`src/dttm_pkg.sv`:
```
// Shared types and constants for the timestamp-to-minutes converter.
// No dependencies; used by every module of the block.
package dttm_pkg;

  typedef enum logic [2:0] {
    KIND_DATE       = 3'd0,
    KIND_STRICT_DAY = 3'd1,
    KIND_STRICT_MIN = 3'd2,
    KIND_FAST_DAY   = 3'd3,
    KIND_FAST_MIN   = 3'd4
  } dttm_kind_t;

  localparam logic [7:0] CH_DASH  = 8'h2D;
  localparam logic [7:0] CH_SPACE = 8'h20;
  localparam logic [7:0] CH_COLON = 8'h3A;
  localparam logic [7:0] CH_ZERO  = 8'h30;
  localparam logic [7:0] CH_NINE  = 8'h39;
  localparam logic [7:0] CH_UPPER_N = 8'h4E;

  localparam int YearW = 18;
  localparam int MonW  = 7;
  localparam int HmW   = 13;
  localparam int DayW  = 28;
  localparam int MinW  = 37;

  // (153*mm+2)/5 as one multiply: (mm*153*52429 + 2*52429) >> 18
  localparam logic [29:0] DOY_MUL   = 30'd8021637;
  localparam logic [29:0] DOY_ADD   = 30'd104858;
  // y/400 = ((y >> 4) * 20972) >> 19
  localparam logic [14:0] ERA_RECIP = 15'd20972;
  localparam logic [17:0] DAYS_PER_ERA = 18'd146097;
  // civil offset plus one era (the year is biased by 400)
  localparam logic [19:0] CIVIL_BIAS = 20'd865565;
  localparam logic [10:0] MINUTES_PER_DAY = 11'd1440;

  typedef struct packed {
    logic             pre_ok;
    logic             want_min;
    logic [YearW-1:0] year;
    logic [MonW-1:0]  month;
    logic [MonW-1:0]  mday;
    logic [HmW-1:0]   hm;
  } dttm_item_t;

endpackage

```
`src/dttm_front.sv`:
```
// Front end: accepts text words, checks format per kind and extracts fields.
// Depends on dttm_pkg.
module dttm_front (
  input  logic                clk,
  input  logic                rst_n,
  input  logic                in_tvalid,
  output logic                in_tready,
  input  logic [135:0]        in_tdata,
  input  logic [2:0]          in_tuser,
  output logic                q_valid,
  input  logic                q_ready,
  output dttm_pkg::dttm_item_t q_item
);
  import dttm_pkg::*;

  logic [7:0]        ch [16];
  logic signed [8:0] dv [16];
  logic [15:0]       dig;
  logic [4:0]        len;
  logic signed [18:0] yr;
  logic signed [12:0] mon, mdy, hr, mn;
  logic        sd_ok, st_ok, fd_ok, fm_ok, len10, len16;
  logic        ok;
  logic        take;
  dttm_item_t  item;
  logic        fr_valid_r, fr_valid_nxt;
  dttm_item_t  fr_item_r, fr_item_nxt;

  function automatic logic signed [12:0] num2(logic signed [8:0] a, logic signed [8:0] b);
    return 13'(a) * 13'sd10 + 13'(b);
  endfunction

  always_comb begin
    for (int i = 0; i < 16; i++) begin
      ch[i]  = in_tdata[8*i +: 8];
      dv[i]  = $signed({1'b0, ch[i]}) - 9'sd48;
      dig[i] = (ch[i] >= CH_ZERO) && (ch[i] <= CH_NINE);
    end
  end

  assign len = in_tdata[132:128];
  assign len10 = len >= 5'd10;
  assign len16 = len >= 5'd16;

  assign yr  = 19'(dv[0]) * 19'sd1000 + 19'(dv[1]) * 19'sd100 + 19'(dv[2]) * 19'sd10
             + 19'(dv[3]);
  assign mon = num2(dv[5], dv[6]);
  assign mdy = num2(dv[8], dv[9]);
  assign hr  = num2(dv[11], dv[12]);
  assign mn  = num2(dv[14], dv[15]);

  assign sd_ok = (ch[4] == CH_DASH) && (ch[7] == CH_DASH) && (&dig[3:0]) && (&dig[6:5])
               && (&dig[9:8]);
  assign st_ok = (ch[10] == CH_SPACE) && (ch[13] == CH_COLON) && (&dig[12:11])
               && (&dig[15:14]);
  assign fd_ok = (ch[0] != CH_UPPER_N) && (ch[4] == CH_DASH) && (ch[7] == CH_DASH)
               && (ch[10] == CH_SPACE) && !yr[18]
               && (mon > 13'sd0) && (mon <= 13'sd12) && (mdy > 13'sd0) && (mdy <= 13'sd31);
  assign fm_ok = (ch[13] == CH_COLON) && (hr >= 13'sd0) && (hr <= 13'sd23)
               && (mn >= 13'sd0) && (mn <= 13'sd59);

  always_comb begin
    unique case (dttm_kind_t'(in_tuser))
      KIND_DATE:       ok = len10 && sd_ok;
      KIND_STRICT_DAY: ok = len16 && sd_ok;
      KIND_STRICT_MIN: ok = len16 && sd_ok && st_ok;
      KIND_FAST_DAY:   ok = fd_ok;
      KIND_FAST_MIN:   ok = fd_ok && fm_ok;
      default:         ok = 1'b0;
    endcase
  end

  always_comb begin
    item.pre_ok   = ok;
    item.want_min = (in_tuser == KIND_STRICT_MIN) || (in_tuser == KIND_FAST_MIN);
    item.year     = yr[YearW-1:0];
    item.month    = mon[MonW-1:0];
    item.mday     = mdy[MonW-1:0];
    item.hm       = HmW'(hr * 13'sd60 + mn);
  end

  assign in_tready = !fr_valid_r || q_ready;
  assign take      = in_tvalid && in_tready;

  always_comb begin
    fr_valid_nxt = fr_valid_r;
    fr_item_nxt  = fr_item_r;
    if (take) begin
      fr_valid_nxt = 1'b1;
      fr_item_nxt  = item;
    end else if (q_ready) begin
      fr_valid_nxt = 1'b0;
    end
  end

  always_ff @(posedge clk) begin
    if (!rst_n) begin
      fr_valid_r <= 1'b0;
    end else begin
      fr_valid_r <= fr_valid_nxt;
    end
  end

  always_ff @(posedge clk) begin
    fr_item_r <= fr_item_nxt;
  end

  assign q_valid = fr_valid_r;
  assign q_item  = fr_item_r;

endmodule

```
`src/dttm_fifo.sv`:
```
// Short queue of parsed words between the front end and the calendar pipeline.
// Depends on dttm_pkg for the word type.
module dttm_fifo #(
  parameter int DEPTH = 4
) (
  input  logic                clk,
  input  logic                rst_n,
  input  logic                push_valid,
  output logic                push_ready,
  input  dttm_pkg::dttm_item_t push_item,
  output logic                pop_valid,
  input  logic                pop_ready,
  output dttm_pkg::dttm_item_t pop_item
);
  import dttm_pkg::*;

  localparam int PtrW = $clog2(DEPTH);
  localparam int CntW = $clog2(DEPTH + 1);

  dttm_item_t       slot_r [DEPTH];
  logic [PtrW-1:0]  wr_ptr_r, wr_ptr_nxt;
  logic [PtrW-1:0]  rd_ptr_r, rd_ptr_nxt;
  logic [CntW-1:0]  cnt_r, cnt_nxt;
  logic             push, pop;

  assign push_ready = cnt_r != CntW'(DEPTH);
  assign pop_valid  = cnt_r != '0;
  assign push       = push_valid && push_ready;
  assign pop        = pop_valid && pop_ready;
  assign pop_item   = slot_r[rd_ptr_r];

  always_comb begin
    wr_ptr_nxt = wr_ptr_r;
    rd_ptr_nxt = rd_ptr_r;
    cnt_nxt    = cnt_r;
    if (push) begin
      wr_ptr_nxt = (wr_ptr_r == PtrW'(DEPTH - 1)) ? '0 : wr_ptr_r + 1'b1;
    end
    if (pop) begin
      rd_ptr_nxt = (rd_ptr_r == PtrW'(DEPTH - 1)) ? '0 : rd_ptr_r + 1'b1;
    end
    if (push && !pop) begin
      cnt_nxt = cnt_r + 1'b1;
    end else if (pop && !push) begin
      cnt_nxt = cnt_r - 1'b1;
    end
  end

  always_ff @(posedge clk) begin
    if (!rst_n) begin
      wr_ptr_r <= '0;
      rd_ptr_r <= '0;
      cnt_r    <= '0;
    end else begin
      wr_ptr_r <= wr_ptr_nxt;
      rd_ptr_r <= rd_ptr_nxt;
      cnt_r    <= cnt_nxt;
    end
  end

  always_ff @(posedge clk) begin
    if (push) begin
      slot_r[wr_ptr_r] <= push_item;
    end
  end

endmodule

```
`src/dttm_back.sv`:
```
// Calendar pipeline: six stages from parsed fields to day and minute counts.
// Depends on dttm_pkg; the last stage is the output register.
module dttm_back (
  input  logic                clk,
  input  logic                rst_n,
  input  logic                in_valid,
  output logic                in_ready,
  input  dttm_pkg::dttm_item_t in_item,
  output logic                out_tvalid,
  input  logic                out_tready,
  output logic                out_ok,
  output logic [27:0]         out_day,
  output logic [36:0]         out_minutes
);
  import dttm_pkg::*;

  logic        en;
  logic [5:0]  vld_r, vld_nxt;

  logic             le2;
  logic [MonW-1:0]  mm;

  logic             s1_ok_r, s1_min_r;
  logic [YearW-1:0] s1_yp_r, s1_yp_nxt;
  logic [29:0]      s1_dprod_r, s1_dprod_nxt;
  logic [MonW-1:0]  s1_mday_r;
  logic [HmW-1:0]   s1_hm_r;

  logic             s2_ok_r, s2_min_r;
  logic [YearW-1:0] s2_yp_r;
  logic [28:0]      s2_qprod_r, s2_qprod_nxt;
  logic signed [12:0] s2_doy_r, s2_doy_nxt;
  logic [HmW-1:0]   s2_hm_r;

  logic             s3_ok_r, s3_min_r;
  logic [9:0]       s3_q_r, s3_q_nxt;
  logic [8:0]       s3_yoe_r, s3_yoe_nxt;
  logic signed [12:0] s3_doy_r;
  logic [HmW-1:0]   s3_hm_r;

  logic [1:0]       cent;
  logic             s4_ok_r, s4_min_r;
  logic [26:0]      s4_eprod_r, s4_eprod_nxt;
  logic signed [18:0] s4_doe_r, s4_doe_nxt;
  logic [HmW-1:0]   s4_hm_r;

  logic             s5_ok_r, s5_ok_nxt, s5_min_r;
  logic signed [DayW-1:0] s5_day_r, s5_day_nxt;
  logic [HmW-1:0]   s5_hm_r;

  logic             out_ok_r, out_ok_nxt;
  logic [DayW-1:0]  out_day_r, out_day_nxt;
  logic [MinW-1:0]  out_min_r, out_min_nxt;

  assign en       = !vld_r[5] || out_tready;
  assign in_ready = en;
  assign vld_nxt  = en ? {vld_r[4:0], in_valid} : vld_r;

  // stage 1: March-based year and month, month-day product
  always_comb begin
    le2          = in_item.month <= 7'd2;
    s1_yp_nxt    = in_item.year + (le2 ? 18'd399 : 18'd400);
    mm           = le2 ? in_item.month + 7'd9 : in_item.month - 7'd3;
    s1_dprod_nxt = 30'(mm) * DOY_MUL + DOY_ADD;
  end

  // stage 2: era quotient product, day of year
  always_comb begin
    s2_qprod_nxt = 29'(s1_yp_r[YearW-1:4]) * 29'(ERA_RECIP);
    s2_doy_nxt   = $signed({1'b0, s1_dprod_r[29:18]}) + $signed(13'(s1_mday_r)) - 13'sd1;
  end

  // stage 3: era and year of era
  always_comb begin
    s3_q_nxt   = s2_qprod_r[28:19];
    s3_yoe_nxt = 9'(s2_yp_r - 18'(s3_q_nxt) * 18'd400);
  end

  // stage 4: day of era, era base
  always_comb begin
    if (s3_yoe_r >= 9'd300) begin
      cent = 2'd3;
    end else if (s3_yoe_r >= 9'd200) begin
      cent = 2'd2;
    end else if (s3_yoe_r >= 9'd100) begin
      cent = 2'd1;
    end else begin
      cent = 2'd0;
    end
    s4_doe_nxt = $signed(19'(s3_yoe_r)) * 19'sd365 + $signed(19'(s3_yoe_r[8:2]))
               - $signed(19'(cent)) + 19'(s3_doy_r);
    s4_eprod_nxt = 27'(s3_q_r) * 27'(DAYS_PER_ERA);
  end

  // stage 5: day count, drop negative days in minute kinds
  always_comb begin
    s5_day_nxt = $signed({1'b0, s4_eprod_r}) + DayW'(s4_doe_r) - $signed(DayW'(CIVIL_BIAS));
    s5_ok_nxt  = s4_ok_r && !(s4_min_r && s5_day_nxt[DayW-1]);
  end

  // stage 6: minute count and output zeroing
  always_comb begin
    out_ok_nxt  = s5_ok_r;
    out_day_nxt = s5_ok_r ? s5_day_r : '0;
    out_min_nxt = (s5_ok_r && s5_min_r)
                ? MinW'(s5_day_r[26:0]) * MinW'(MINUTES_PER_DAY) + MinW'(s5_hm_r) : '0;
  end

  always_ff @(posedge clk) begin
    if (!rst_n) begin
      vld_r <= '0;
    end else begin
      vld_r <= vld_nxt;
    end
  end

  always_ff @(posedge clk) begin
    if (en) begin
      s1_ok_r    <= in_item.pre_ok;
      s1_min_r   <= in_item.want_min;
      s1_yp_r    <= s1_yp_nxt;
      s1_dprod_r <= s1_dprod_nxt;
      s1_mday_r  <= in_item.mday;
      s1_hm_r    <= in_item.hm;

      s2_ok_r    <= s1_ok_r;
      s2_min_r   <= s1_min_r;
      s2_yp_r    <= s1_yp_r;
      s2_qprod_r <= s2_qprod_nxt;
      s2_doy_r   <= s2_doy_nxt;
      s2_hm_r    <= s1_hm_r;

      s3_ok_r    <= s2_ok_r;
      s3_min_r   <= s2_min_r;
      s3_q_r     <= s3_q_nxt;
      s3_yoe_r   <= s3_yoe_nxt;
      s3_doy_r   <= s2_doy_r;
      s3_hm_r    <= s2_hm_r;

      s4_ok_r    <= s3_ok_r;
      s4_min_r   <= s3_min_r;
      s4_eprod_r <= s4_eprod_nxt;
      s4_doe_r   <= s4_doe_nxt;
      s4_hm_r    <= s3_hm_r;

      s5_ok_r    <= s5_ok_nxt;
      s5_min_r   <= s4_min_r;
      s5_day_r   <= s5_day_nxt;
      s5_hm_r    <= s4_hm_r;

      out_ok_r   <= out_ok_nxt;
      out_day_r  <= out_day_nxt;
      out_min_r  <= out_min_nxt;
    end
  end

  assign out_tvalid  = vld_r[5];
  assign out_ok      = out_ok_r;
  assign out_day     = out_day_r;
  assign out_minutes = out_min_r;

endmodule

```
`src/datetime_text_to_minutes.sv`:
```
// From the accepting edge to out_tvalid: the front register is loaded at that edge,
// then 1 queue slot and 6 calendar stages follow; the last is the output register.
// Throughput: one word per cycle while out_tready is high (single-issue calendar pipeline).
// Front and pipeline stall independently through a QUEUE_DEPTH-entry queue.
// Reset (rst_n low, synchronous) empties front register, queue and pipeline.
module datetime_text_to_minutes #(
  parameter int QUEUE_DEPTH = 4
) (
  input  logic         clk,
  input  logic         rst_n,
  input  logic         in_tvalid,
  output logic         in_tready,
  input  logic [135:0] in_tdata,   // text_low_chars, text_high_chars, text_length, pad
  input  logic [2:0]   in_tuser,   // kind
  output logic         out_tvalid,
  input  logic         out_tready,
  output logic [71:0]  out_tdata,  // day_number, minute_count, pad
  output logic [0:0]   out_tuser   // valid_res
);
  import dttm_pkg::*;

  logic        fq_valid, fq_ready;
  dttm_item_t  fq_item;
  logic        qb_valid, qb_ready;
  dttm_item_t  qb_item;
  logic        res_ok;
  logic [27:0] res_day;
  logic [36:0] res_min;

  dttm_front u_front (
    .clk       (clk),
    .rst_n     (rst_n),
    .in_tvalid (in_tvalid),
    .in_tready (in_tready),
    .in_tdata  (in_tdata),
    .in_tuser  (in_tuser),
    .q_valid   (fq_valid),
    .q_ready   (fq_ready),
    .q_item    (fq_item)
  );

  dttm_fifo #(
    .DEPTH (QUEUE_DEPTH)
  ) u_fifo (
    .clk        (clk),
    .rst_n      (rst_n),
    .push_valid (fq_valid),
    .push_ready (fq_ready),
    .push_item  (fq_item),
    .pop_valid  (qb_valid),
    .pop_ready  (qb_ready),
    .pop_item   (qb_item)
  );

  dttm_back u_back (
    .clk         (clk),
    .rst_n       (rst_n),
    .in_valid    (qb_valid),
    .in_ready    (qb_ready),
    .in_item     (qb_item),
    .out_tvalid  (out_tvalid),
    .out_tready  (out_tready),
    .out_ok      (res_ok),
    .out_day     (res_day),
    .out_minutes (res_min)
  );

  assign out_tdata = {7'b0, res_min, res_day};
  assign out_tuser = res_ok;

`ifndef SYNTHESIS
  a_invalid_zero: assert property (@(posedge clk) disable iff (!rst_n)
    out_tvalid && !out_tuser[0] |-> out_tdata == 72'd0)
    else $error("invalid result carries nonzero counts");

  a_minutes_nonneg: assert property (@(posedge clk) disable iff (!rst_n)
    out_tvalid && (out_tdata[64:28] != 37'd0) |-> out_tuser[0] && !out_tdata[27])
    else $error("minute count with invalid or negative day");

  a_reset_empty: assert property (@(posedge clk)
    !rst_n |=> !out_tvalid)
    else $error("output valid right after reset");
`endif

endmodule
```
`config.mk`:
```
export PLATFORM = sky130hd
export DESIGN_NAME = datetime_text_to_minutes
export DESIGN_NICKNAME = d
export VERILOG_FILES = /design/src/dttm_pkg.sv /design/src/dttm_front.sv /design/src/dttm_fifo.sv /design/src/dttm_back.sv /design/src/datetime_text_to_minutes.sv
export SDC_FILE = /design/constraint.sdc
export NUM_CORES = 2
export LEC_CHECK = 0
export BUFFER_PORTS_ARGS = -buffer_cell sky130_fd_sc_hd__buf_4
export CORE_MARGIN = 4
export CORE_UTILIZATION = 47
export DETAILED_ROUTE_END_ITERATION = 6
export GPL_ROUTABILITY_DRIVEN = 0
export MAX_ROUTING_LAYER = met4
export SYNTH_ARGS = -nofsm -noshare
export SYNTH_HDL_FRONTEND = slang
export SYNTH_SLANG_ARGS = --single-unit
```
`constraint.sdc`:
```
create_clock -name clk -period 33.2 [get_ports clk]
set_input_delay 4.98 -clock clk [delete_from_list [all_inputs] [get_ports clk]]
set_output_delay 4.98 -clock clk [all_outputs]
set_load 0.02 [all_outputs]
```
# ---- Yosys cells after proc, flatten, opt, wreduce, memory -nomap -nowiden
# Memories as Yosys holds them, arrays and structs flattened. A register that Yosys moved wholly into a read port is not among the register bits.
# Cells that the tools add are included.
dict set report word_totals {
  mem_bits_rw 188
  n_memories 1
  output_inout_bits 75
  elab_cells 220
  ff_bits 412
}
# name words width rd rd_clocked_by_memory_dff write_ports line_no
set mem_list {}
lappend mem_list {u_fifo.slot_r 4 47 1 1 1 dttm_fifo.sv:20} ;# dttm_item_t slot_r [DEPTH];
dict set report classes {
  n_reduce_logical 61
  addsub 37
  n_lt_le_gt_ge 38
  n_eq_ne 12
  n_mul 14
  muxes 16
}
# cell n
set ops {}
lappend ops {{subtractor 8 x 6 -> 9 bit, second input constant} 12}
lappend ops {{>= comparator 8 x 6 -> 1 bit, second input constant} 12}
lappend ops {{less-or-equal comparator 8 x 6 -> 1 bit, second input constant} 12}
lappend ops {{adder 13 x 9 -> 13 bit} 4}
lappend ops {{multiplier 9 x 4 -> 12 bit, second input constant} 4}
lappend ops {{logical AND 1 bit} 43}
lappend ops {{adder 19 bit} 2}
lappend ops {{adder 37 x 13 -> 37 bit} 1}
lappend ops {{equality test 8 x 6 -> 1 bit, second input constant} 4}
lappend ops {{multiplier 27 x 6 -> 32 bit, second input constant} 1}
lappend ops {{adder 30 x 17 -> 30 bit, second input constant} 1}
lappend ops {{multiplier 7 x 23 -> 30 bit, second input constant} 1}
lappend ops {{adder 28 x 19 -> 28 bit} 1}
lappend ops {{subtractor 28 x 21 -> 28 bit, second input constant} 1}
lappend ops {{multiplier 10 x 18 -> 27 bit, second input constant} 1}
lappend ops {{multiplier 14 x 13 -> 27 bit, second input constant} 1}
lappend ops {{>= comparator 13 x 1 -> 1 bit, second input constant} 2}
lappend ops {{> comparator 13 x 1 -> 1 bit, second input constant} 2}
lappend ops {{less-or-equal comparator 13 x 6 -> 1 bit, second input constant} 2}
lappend ops {{adder 19 x 13 -> 19 bit} 1}
lappend ops {{adder 19 x 8 -> 19 bit} 1}
lappend ops {{adder 19 x 9 -> 19 bit} 1}
lappend ops {{subtractor 19 x 3 -> 19 bit} 1}
lappend ops {{adder 18 bit} 1}
lappend ops {{other kinds (42)} 66}

# ---- Depth between registers and ports, before layout
dict set report logic_depth {
  word_depth 13
  mapped_depth 31
  mapped_depth_nobuf 30
}

# ---- By module
# A second synthesis with hierarchy kept.
dict set report unflattened {
  cells_unflattened 4226
  area_unflattened_um2 48017.3
}
# module cells_each n_inst area_each_um2
set modules_own_cells {}
lappend modules_own_cells {dttm_back 2597 1 28801.4}
lappend modules_own_cells {dttm_front 1325 1 11906.4}
lappend modules_own_cells {dttm_fifo 296 1 7253.2}
lappend modules_own_cells {datetime_text_to_minutes 8 1 56.3}

# ---- Worst setup path after synthesis
# No wires, ideal clock.
dict set report synth_path {
  path_type {input -> register}
  startpoint {in out_tready}
  endpoint {reg u_fifo.cnt_r[2]}
  path_buffers 1
  required_time_ps 33124
  arrival_ps 13924
  cell_stages 10
  path_slack_ps 19201
  cell_sequence {nor2b_1 -> clkbuf_1 -> inv_1 -> o31ai_1 -> ha_1 -> inv_1 -> fa_1 -> xor2_1 -> or3_1 -> a21boi_0}
}
dict set report synth_via {
  elab_chain_len 5
  word_cells_on_any_way 7
}
# item line_no
set synth_lines {}
lappend synth_lines {{start, declared} datetime_text_to_minutes.sv:16} ;# input logic out_tready,
lappend synth_lines {{logical OR 1 bit *} dttm_back.sv:55} ;# assign en = !vld_r[5] || out_tready;
lappend synth_lines {{logical AND 1 bit *} dttm_fifo.sv:29} ;# assign pop = pop_valid && pop_ready;
lappend synth_lines {{zero test 1 bit} dttm_fifo.sv:42} ;# if (push && !pop) begin
lappend synth_lines {{logical AND 1 bit} dttm_fifo.sv:42}
lappend synth_lines {{2-to-1 mux 3 bit or nonzero test 2 bit (tied branches)} -}
lappend synth_lines {{end signal, assigned} dttm_fifo.sv:57} ;# cnt_r <= cnt_nxt;
lappend synth_lines {{end, declared} dttm_fifo.sv:23} ;# logic [CntW-1:0] cnt_r, cnt_nxt;
# Mark *: on every way between the ends. The rest lies on a longest branch, timed or not.
# A chain may end at the register's enable or synchronous reset.

==> results.md <==
- Tot GR Track Use: 16.5%
- Crit-path max FO: 7
- Cell count after synthesis: 4167
- Post-Place Cells: 5652
- Via count: 29015
- Seq. cell area: 0.0169 mm^2
- Post-route ant nets: 0
- Slew Viols, Final: 0
- Worst Path Arrival: 12190 ps
- Core area: 0.100 mm^2
- Worst r2r path cells: 28
- I/O pin cnt: 218
- Yosys cell types: 92
- CTS tree: done
- Post-synthesis adder-cell area fraction: 33.3%
- Crit path to: u_front.q_item[46]
- Setup tns final: 0 ps
- Later-pin clock latency in the skew report: 660 ps
- DRC viols: 0
- Tcrit/Tclk final: 35.2%
- Critical path class: in2reg
- Slew Limit Headroom: 11.5%
- Routed len/inst: 14.6 um
- Worst Tran Pin Value: 1290 ps
- WHS: 402 ps
- WL final: 84100 um
- Leading cell types in the layout, fill and taps excluded: inv_1 (823), ha_1 (757), edfxtp_1 (551)
- Clock slew at reported path FFs: 60 ps
- Number of global-route vias before repair: 29443
- Die footprint: 0.106 mm^2
- Max Cap Violations: 0
- Number of flops mapped to enable cells by yosys: 551
- Mapped cell area: 0.0474 mm^2
- Nets: 5630
- HP Class: reg2reg
- Mean area per synthesized cell: 11.4 um^2
- CTS Buf Count: 59
- Antenna diode count: 0
- Max Freq: 85.7 MHz
- First-pass GRT wire length: 143000 um
- Htree depth: 2
- # setup viols final: 0
- Post-synthesis compound-gate area fraction: 8.64%
- Simple-Gate Fraction of Synth Area: 7.08%
- Reg-to-reg slack, setup: 23890 ps
- Initial antenna violation count: 0
- Final Hold Viols: 0
- Crit. End Element: flop
- # rows: 116
- Area Overhead vs Synth: 11.0%
- Non-filler cells, final: 5763
- Clk_skew: 90.8 ps
- Cts repair resizes: 0
- Iter 0 DRT Violations: 1107
- Largest net degree at the start of global routing: 117
- 1st-pass router iterations: 5
- Setup crit start: in_tdata[4]
- Root Driver: clkbuf_16
- Fin crit period: 11670 ps
- IO Port Bufs: 206
- Crit path largest cell delay: 580 ps
- XOR/XNOR share of the synthesized area: 5.90%
- Largest family of logic cells by synthesized area: adder cells
- Congestion Overflow GR: 0
- Postcts setup bufs: 0
- Dpl hpwl: 69000 um
- Starting density of the core: 47.4%
- Critical path required time: 33720 ps
- Post-synthesis sequential area ratio: 35.6%
- Max Root-Sink Buffers: 3
- Yosys warns: 0
- CTS Sinks: 567
- Seq cells post-synth: 567
- Horiz. Die Dim: 325 um
- Critical Path Start Type: input pin
- Die height: 325 um
- Area of the multi-input gates: 0.0272 mm^2
- Most common cell after layout, fill and taps aside: inv_1
- Mux cell area share after synthesis: 2.43%
- RSZ-0062 raised after global routing: no
- Async SR Flop Fraction: 0%
- Status: finished, final reports clean
- Cts hold-fix bufs: 0
- Layout cell share with drive strength beyond 1: 9.05%
- Ys flop type: edfxtp_1
- Slowest-stage cell, CP: xnor2_1
- Vias per Instance: 5.03
- # fillers: 8816
- FF-to-FF End: u_back.s1_dprod_r[29]
logic make-up after synthesis:
| group | after synthesis |
|---|---|
| AOI/OAI and AO/OA | 630 |
| buffers and inverters | 863 |
| muxes | 56 |
| adders and majority gates | 1072 |
| other | 2 |
| and+or+nand+nor | 658 |
| xor gates and xnor gates | 319 |
| DFF | 567 |
stage by stage:
stage,area [um^2],utilization [%],setup WS (ps)
3_3_place_gp,50500,50.5,20740
5_1_grt,52600,52.6,21320
2_1_floorplan,47400,-,19200
3_5_place_dp,50500,50.5,20730
4_1_cts,52600,52.6,21420
6_report,52600,52.6,21530
layout make-up:
type                    instances  area share, %
clock buffers                  63           2.84
well taps                    1298           3.09
clock inverters                48           1.16
flip-flops and latches        567           32.1
multi-input cells            2743           51.8
repair buffers                220           3.14
inverters                     824           5.90
cell usage after synthesis (5+ instances only):
| master | count | area (um^2) |
|---|---|---|
| xnor2_1 | 223 | 1950 |
| and2_1 | 38 | 238 |
| and3_1 | 29 | 181 |
| nor2_1 | 183 | 687 |
| nor3_1 | 63 | 315 |
| or4_1 | 11 | 82.6 |
| edfxtp_1 | 551 | 16500 |
| dfxtp_1 | 16 | 320 |
| mux2i_1 | 8 | 80.1 |
| clkbuf_1 | 17 | 63.8 |
| or3_1 | 19 | 119 |
| a21boi_0 | 21 | 158 |
| fa_1 | 315 | 6310 |
| nand4_1 | 16 | 100 |
| xor2_1 | 96 | 841 |
| a211o_1 | 10 | 87.6 |
| or2_2 | 10 | 62.6 |
| o21bai_1 | 39 | 293 |
| nor2b_1 | 38 | 238 |
| nand2_1 | 125 | 469 |
| o311a_1 | 5 | 50.1 |
| o21ai_0 | 113 | 566 |
| a31oi_1 | 24 | 150 |
| o211ai_1 | 18 | 135 |
| a41o_1 | 5 | 50.1 |
| nand2b_1 | 34 | 213 |
| nor4_1 | 13 | 81.3 |
| buf_4 | 8 | 60.1 |
| o31ai_1 | 10 | 75.1 |
| buf_6 | 5 | 56.3 |
| ha_1 | 757 | 9470 |
| a21o_1 | 61 | 458 |
| o41ai_1 | 5 | 43.8 |
| a21oi_1 | 195 | 976 |
| o21a_1 | 31 | 233 |
| inv_1 | 824 | 3090 |
| nand3_1 | 38 | 190 |
| a211oi_1 | 34 | 255 |
| mux4_2 | 47 | 1060 |
| nor4b_1 | 7 | 61.3 |
sequential cells by signal (all words and copies together), names as in the netlist, 18 cells and up, named ones only:
name                flops
u_front.q_item         47
u_back.s4_doe_r        19
u_back.s4_eprod_r      27
u_back.out_day         28
u_back.out_minutes     37
u_back.s5_day_r        28
u_fifo.slot_r         188
u_back.s1_yp_r         18
worst min-delay path by stage:
| stage | from | endpoint | slack (ps) | depth (start not counted) |
|---|---|---|---|---|
| floorplan | u_back.s1_hm_r[0] | u_back.s2_hm_r[0] | 400 | 0 |
| global placement | u_back.s1_yp_r[2] | u_back.s2_yp_r[2] | 400 | 0 |
| detailed placement | u_back.s2_hm_r[4] | u_back.s3_hm_r[4] | 400 | 0 |
| CTS | u_back.s2_qprod_r[26] | u_back.s3_q_r[7] | 410 | 0 |
| global route | u_back.s4_hm_r[3] | u_back.s5_hm_r[3] | 410 | 0 |
| finish | u_back.s4_hm_r[3] | u_back.s5_hm_r[3] | 400 | 0 |
worst max-delay path, delay by kind of cell:
kind                       cells  cell delay [ps]
AOI/OAI and AO/OA              6             1400
xor gates and xnor gates       4             1330
buffers and inverters          6              380
and+or+nand+nor                1              370
adders and majority gates      9             3710
routing by layer:
metal | global-route usage (%) | vias up | share of wire (%) | routed length (um)
met5 | - | - | 0 | 0
met3 | 1.80 | 92 | 2.9 | 2410
met4 | 3.35 | 0 | 2.0 | 1660
met2 | 28.4 | 355 | 49 | 41300
met1 | 21.3 | 13713 | 46 | 38700
li1 | - | 14855 | - | -
Power is left out: the tool's default activity adds up to more than one toggle a clock period on the data nets, which glitch-free logic cannot reach.
